==> src/sv/cidt_pkg.sv <==
// ----------------------------------------------------------------------------
// cidt_pkg
// Shared codes, widths and constants for the card identifier table.
// ----------------------------------------------------------------------------
package cidt_pkg;

    localparam int OP_W     = 2;
    localparam int CARD_W   = 32;
    localparam int SLOT_W   = 4;
    localparam int STATUS_W = 2;

    localparam int IN_TDATA_W  = 40;
    localparam int OUT_TDATA_W = 8;

    localparam logic [OP_W-1:0] OP_FIND   = 2'd0;
    localparam logic [OP_W-1:0] OP_ADD    = 2'd1;
    localparam logic [OP_W-1:0] OP_DELETE = 2'd2;

    typedef enum logic [STATUS_W-1:0] {
        ST_OK          = 2'd0,
        ST_NOT_FOUND   = 2'd1,
        ST_ALREADY     = 2'd2,
        ST_TABLE_FULL  = 2'd3
    } status_t;

    localparam logic [CARD_W-1:0] DEMO_CARD_ID = 32'hDEAD_BEEF;

endpackage

==> src/sv/card_id_table_match_insert_delete.sv <==
// ----------------------------------------------------------------------------
// card_id_table_match_insert_delete
// Card identifier table with find, first-free add and delete per item.
//
//   channel  dir  fields (low bit up)                      notes
//   s_axis   in   tdata: operation[1:0], card_id[33:2]     40-bit tdata
//   m_axis   out  tdata: slot[3:0], status[5:4]            8-bit tdata
//
// One item per cycle while the result is not stalled: an input register feeds
// a parallel compare over all slots and two priority encoders, and the result
// register takes the answer. The result is valid once its item has moved on
// into the result register. The table is updated at the edge an item moves
// into the result register, so the next item sees it.
// Reset leaves slot 0 holding the demo identifier and all others free.
// A stalled result holds both registers once the input register is full; the input side stops only then.
// ----------------------------------------------------------------------------
module card_id_table_match_insert_delete #(
    parameter int NUM_SLOTS = 16,
    parameter int ID_BYTES  = 4
) (
    input  logic                                  clk,
    input  logic                                  rst_n,
    input  logic                                  s_axis_tvalid,
    output logic                                  s_axis_tready,
    input  logic [cidt_pkg::IN_TDATA_W-1:0]       s_axis_tdata,  // operation, card_id
    output logic                                  m_axis_tvalid,
    input  logic                                  m_axis_tready,
    output logic [cidt_pkg::OUT_TDATA_W-1:0]      m_axis_tdata   // slot, status
);
    import cidt_pkg::*;

    localparam int ID_W  = ((ID_BYTES >= 4) ? 4 : ID_BYTES) * 8;
    localparam int IDX_W = (NUM_SLOTS > 1) ? $clog2(NUM_SLOTS) : 1;
    localparam logic [ID_W-1:0] RESET_ID = DEMO_CARD_ID[CARD_W-1 -: ID_W];

    // input register
    logic              in_valid_reg;
    logic [OP_W-1:0]   op_reg;
    logic [ID_W-1:0]   key_reg;

    // result register
    logic                out_valid_reg;
    logic [SLOT_W-1:0]   slot_reg;
    status_t             status_reg;

    // table
    logic [NUM_SLOTS-1:0] slot_valid_reg;
    logic [ID_W-1:0]      slot_id_reg [NUM_SLOTS];

    logic              advance;
    logic              hit_found;
    logic [IDX_W-1:0]  hit_idx;
    logic              free_found;
    logic [IDX_W-1:0]  free_idx;
    logic              do_add;
    logic              do_delete;
    logic [SLOT_W-1:0] slot_next;
    status_t           status_next;

    assign advance       = in_valid_reg && (!out_valid_reg || m_axis_tready);
    assign s_axis_tready = !in_valid_reg || advance;
    assign m_axis_tvalid = out_valid_reg;
    assign m_axis_tdata  = {{(OUT_TDATA_W - SLOT_W - STATUS_W){1'b0}}, status_reg, slot_reg};

    // lowest matching valid slot and lowest free slot
    always_comb
    begin
        hit_found  = 1'b0;
        hit_idx    = '0;
        free_found = 1'b0;
        free_idx   = '0;
        for (int i = NUM_SLOTS - 1; i >= 0; i--)
        begin
            if (slot_valid_reg[i] && (slot_id_reg[i] == key_reg))
            begin
                hit_found = 1'b1;
                hit_idx   = IDX_W'(i);
            end
            if (!slot_valid_reg[i])
            begin
                free_found = 1'b1;
                free_idx   = IDX_W'(i);
            end
        end
    end

    always_comb
    begin
        do_add      = 1'b0;
        do_delete   = 1'b0;
        slot_next   = '0;
        status_next = ST_NOT_FOUND;
        unique case (op_reg)
            OP_ADD:
            begin
                if (hit_found)
                begin
                    status_next = ST_ALREADY;
                end
                else if (!free_found)
                begin
                    status_next = ST_TABLE_FULL;
                end
                else
                begin
                    do_add      = 1'b1;
                    slot_next   = SLOT_W'(free_idx);
                    status_next = ST_OK;
                end
            end
            OP_DELETE:
            begin
                if (hit_found)
                begin
                    do_delete   = 1'b1;
                    slot_next   = SLOT_W'(hit_idx);
                    status_next = ST_OK;
                end
            end
            default:
            begin
                // find; the unused code also reads as find
                if (hit_found)
                begin
                    slot_next   = SLOT_W'(hit_idx);
                    status_next = ST_OK;
                end
            end
        endcase
    end

    always_ff @(posedge clk or negedge rst_n)
    begin
        if (!rst_n)
        begin
            in_valid_reg  <= 1'b0;
            out_valid_reg <= 1'b0;
        end
        else
        begin
            if (s_axis_tready)
            begin
                in_valid_reg <= s_axis_tvalid;
            end
            if (advance)
            begin
                out_valid_reg <= 1'b1;
            end
            else if (m_axis_tready)
            begin
                out_valid_reg <= 1'b0;
            end
        end
    end

    always_ff @(posedge clk)
    begin
        if (s_axis_tready && s_axis_tvalid)
        begin
            op_reg  <= s_axis_tdata[OP_W-1:0];
            key_reg <= s_axis_tdata[OP_W+CARD_W-1 -: ID_W];
        end
        if (advance)
        begin
            slot_reg   <= slot_next;
            status_reg <= status_next;
        end
    end

    always_ff @(posedge clk or negedge rst_n)
    begin
        if (!rst_n)
        begin
            slot_valid_reg <= NUM_SLOTS'(1);
            for (int i = 0; i < NUM_SLOTS; i++)
            begin
                slot_id_reg[i] <= (i == 0) ? RESET_ID : '0;
            end
        end
        else if (advance)
        begin
            if (do_add)
            begin
                slot_valid_reg[free_idx] <= 1'b1;
                slot_id_reg[free_idx]    <= key_reg;
            end
            if (do_delete)
            begin
                slot_valid_reg[hit_idx] <= 1'b0;
                slot_id_reg[hit_idx]    <= '0;
            end
        end
    end

`ifndef ASSERT_OFF
    a_add_sets_valid: assert property (@(posedge clk) disable iff (!rst_n)
        (advance && do_add) |=> slot_valid_reg[$past(free_idx)])
        else $error("added slot not marked valid");

    a_delete_clears_valid: assert property (@(posedge clk) disable iff (!rst_n)
        (advance && do_delete) |=> !slot_valid_reg[$past(hit_idx)])
        else $error("deleted slot still valid");

    a_not_ok_slot_zero: assert property (@(posedge clk) disable iff (!rst_n)
        (out_valid_reg && (status_reg != ST_OK)) |-> (slot_reg == '0))
        else $error("slot nonzero on failed operation");

    a_stall_only_when_full: assert property (@(posedge clk) disable iff (!rst_n)
        !s_axis_tready |-> (in_valid_reg && out_valid_reg && !m_axis_tready))
        else $error("input stalled with room in the pipeline");
`endif

endmodule
==> config.mk <==
export PLATFORM = sky130hd
export DESIGN_NAME = card_id_table_match_insert_delete
export DESIGN_NICKNAME = d
export VERILOG_FILES = /design/src/sv/cidt_pkg.sv /design/src/sv/card_id_table_match_insert_delete.sv
export SDC_FILE = /design/constraint.sdc
export NUM_CORES = 2
export LEC_CHECK = 0
export BUFFER_PORTS_ARGS = -buffer_cell sky130_fd_sc_hd__buf_2
export CORE_UTILIZATION = 30
export DETAILED_ROUTE_END_ITERATION = 10
export GPL_TIMING_DRIVEN = 1
export PLACE_DENSITY = 0.53
export SLEW_MARGIN = 20
export SYNTH_ARGS = -nofsm -noshare
export SYNTH_HDL_FRONTEND = slang
export SYNTH_SLANG_ARGS = --single-unit
==> constraint.sdc <==
create_clock -name clk -period 11.85 [get_ports clk]
set_clock_uncertainty 0.2 [all_clocks]
set_input_delay 2.37 -clock clk [delete_from_list [all_inputs] [get_ports clk]]
set_output_delay 2.37 -clock clk [all_outputs]
set_load 0.02 [all_outputs]
==> impl_metrics.ini <==
[outcome]
status = complete, but fails checks
violations = design-rule violations

[floorplan]
ioPinCount = 54
die_h_um = 329
die_x_um = 329
start_util_pct = 30.3
rows = 119
dieArea_um2 = 108000
core_area_um2 = 106000

[clock_network]
cts_made_buffers = 68
ctsHoldBuffers = 0
clock_sinks = 570
cts_tree = yes
cts_max_path_buffers = 3
post_cts_buffers = 0
clkTransAtPathRegs_ns = 0.06
cts.repair.resized = 0
htreeDepth = 3
cts-root-buf = clkbuf_16
clkLatencyLatePin_ns = 0.61

[layout]
nNetsFinal = 3254
largest_register_ffs = 512
antenna_cells = 0
syn2layout_area_growth_pct = 12.2
drive_above_1_share_pct = 9.31
seqCellArea_um2 = 14500
fillerInstances = 10730
multi_input_area_um2 = 15900

[global_routing]
grt_pass1_vias = 24091
grt_util_all_layers_pct = 19.5
grtUsageMet1_pct = 27.8
grt_max_degree = 164
met3_usage_pct = 2.11
overflow = 0
top_usage_layer = met2
antenna_found_initial = 0
grt_pass1_wl_um = 160000
gr-usage-met2_pct = 31.0

[logic_synthesis]
ys_warn_count = 0
yosys-top-cells-area = dfrtp_1 (39%), xor2_1 (10%), mux2i_1 (10%), nor2_1 (4.2%), edfxtp_1 (3.8%)
ys_seq_elements = 570
synth_top_area_share_pct = 39.5
postSynthCellCount = 3275
synth_top_cell_by_area = dfrtp_1
synth-main-ff-cell = dfrtp_1
synthDistinctLibCells = 72
avgSynthCellArea_um2 = 9.77
synth-edff-count = 40
syn-cell-area_um2 = 32000
yosysSeqAreaShare_pct = 45.3
async_reset_ff_share_pct = 93.0

[power]
peakVddDrop_v = 0.0000981
p_per_area_nw_per_um2 = 164
leakagePower_nw = 17.6
total_power_mw = 5.88

[sta]
relSlewSlack_pct = 24.4
tns_ns = 0
fmax_mhz = 176
fin_crit_ns = 5.69
finalSetupViolCount = 0
post-route-period-util_pct = 48.0
slew_viol_final = 0
rsz0062_at_grt = no
tightest_slew_ns = 1.13
hold_viol = 0

[run]
cap_violations = 0

[drt]
drc = 2
via_per_inst = 5.26
vias = 24500
first_iter_violations = 2223
wire_per_inst_um = 22.7
ant_nets = 0
drt_wl_total_um = 106000
drt-pass1-iter-count = 8

[critical_path]
setup.worst_path.end_class = flip-flop
arrival_ns = 5.81
required_ns = 11.97
worstPathMaxFanout = 37
critPathLaunchType = flip-flop
path_class = reg2reg

[placed_design]
port_buffers = 45
hpwlAfterDp_um = 63300
gp_congestion = 0.886

[min_path]
worstHoldPathType = reg2reg
[kinds of logic after synthesis]
logic type	count (synthesis)	synth area share (%)
multiplexers	320	10.0
AO/OA/AOI/OAI	452	9.71
other	1	0.0117
XOR/XNOR	507	13.9
buffers and inverters	410	5.40
flip-flops	570	45.3
AND/OR/NAND/NOR	1015	15.7
[layout by cell type (no fill, tap or decap), types with 16 or more instances in the layout]
cell and count:
dfrtp_1 505, xor2_1 374, nor2_1 355, mux2i_1 319
nand2_1 227, nor4_1 150, inv_1 141, xnor2_1 133
o21ai_0 104, buf_4 85, nand4_1 71, clkbuf_16 70
o22ai_1 65, buf_2 44, edfxtp_1 40, o21ai_1 35
nand3_1 34, a31oi_1 34, a221oi_1 33, a41oi_1 33
nor3_1 32, o2bb2ai_1 32, a2bb2oi_1 32, o31ai_1 30
dfstp_2 25, or4_1 21, nand4b_1 17, a21oi_1 16
[layout make-up]
cell class,count,area share [%]
clock buffers,94,5.46
clock inverters,30,1.00
well taps,1391,4.85
inverters,142,1.48
flip-flops and latches,570,40.4
multi-input cells,2296,44.3
repair buffers,132,2.56
[power breakdown]
part | switching (mW) | leakage, nW | internal (mW) | total [mW]
sequential | 0.219 | 7.03 | 2.29 | 2.51
clock | 0.884 | 1.15 | 1.32 | 2.20
combinational | 0.738 | 9.47 | 0.434 | 1.17
[Yosys cell counts (5+ instances only)]
cell type,number
nand4b_1,17
or4_1,21
nand3_1,35
a21oi_1,18
buf_1,11
o2111ai_1,5
xor2_1,374
or4b_1,5
mux2i_1,319
or3_1,9
nor4b_1,11
and2_1,8
nor2b_1,12
a41oi_1,33
nand2_1,228
o2bb2ai_1,32
nand4_1,71
nor2_1,359
buf_2,133
nor3_1,32
and4_1,8
o31ai_1,30
nand2b_1,15
buf_4,6
clkbuf_1,118
a221oi_1,33
nor4_1,151
o22ai_1,65
nor4_2,6
inv_1,141
o21ai_1,35
edfxtp_1,40
a31oi_1,35
o21ai_0,104
a2bb2oi_1,32
dfstp_2,25
and3_1,7
xnor2_1,133
dfrtp_1,505
[worst max-delay path: stages, from the launching register on]
cell and delay (ns):
edfxtp_1 0.32, buf_4 0.42, buf_4 0.39, xor2_1 0.12, nor4_1 0.47, nand4_1 0.21, nor4_1 0.81, a31oi_1 0.21
a2111oi_4 0.85, o22a_1 0.33, buf_4 0.38, nor2_2 0.04, buf_4 0.27, a22o_1 0.31
[layer usage]
layer / wire length [um] / vias up
met5: 0 / -
met4: 2660 / 0
met3: 4990 / 131
met1: 49500 / 12368
met2: 48600 / 655
li1: - / 11346
[worst paths after layout]
check,start,endpoint,slack (ns),cells past startpoint
min reg2reg,slot_id_reg[505]$_DFFE_PN1P_,slot_id_reg[505]$_DFFE_PN1P_,0.28,2
min,slot_id_reg[505]$_DFFE_PN1P_,slot_id_reg[505]$_DFFE_PN1P_,0.28,2
max,key_reg[14]$_DFFE_PP_,slot_reg[0]$_DFFE_PP_,6.16,13
max in group asynchronous,rst_n,slot_id_reg[57]$_DFFE_PN0P_,8.24,2
min in group asynchronous,rst_n,slot_id_reg[92]$_DFFE_PN0P_,1.57,1
max reg2reg,key_reg[14]$_DFFE_PP_,slot_reg[0]$_DFFE_PP_,6.16,13
[per-stage QoR]
step	cell area, um^2	std cells	hold WS [ns]	util [%]	worst slack [ns]
after global routing	35900	4655	0.301	34.0	6.02
after global placement	33600	4530	0.269	31.8	6.20
after CTS	35900	4654	0.281	34.0	6.19
after detailed placement	33600	4530	0.273	31.8	6.19
final	35900	4655	0.279	34.0	6.16
after floorplan	32000	3276	0.261	-	6.63
Note: power is estimated with default switching activity, not from simulation.
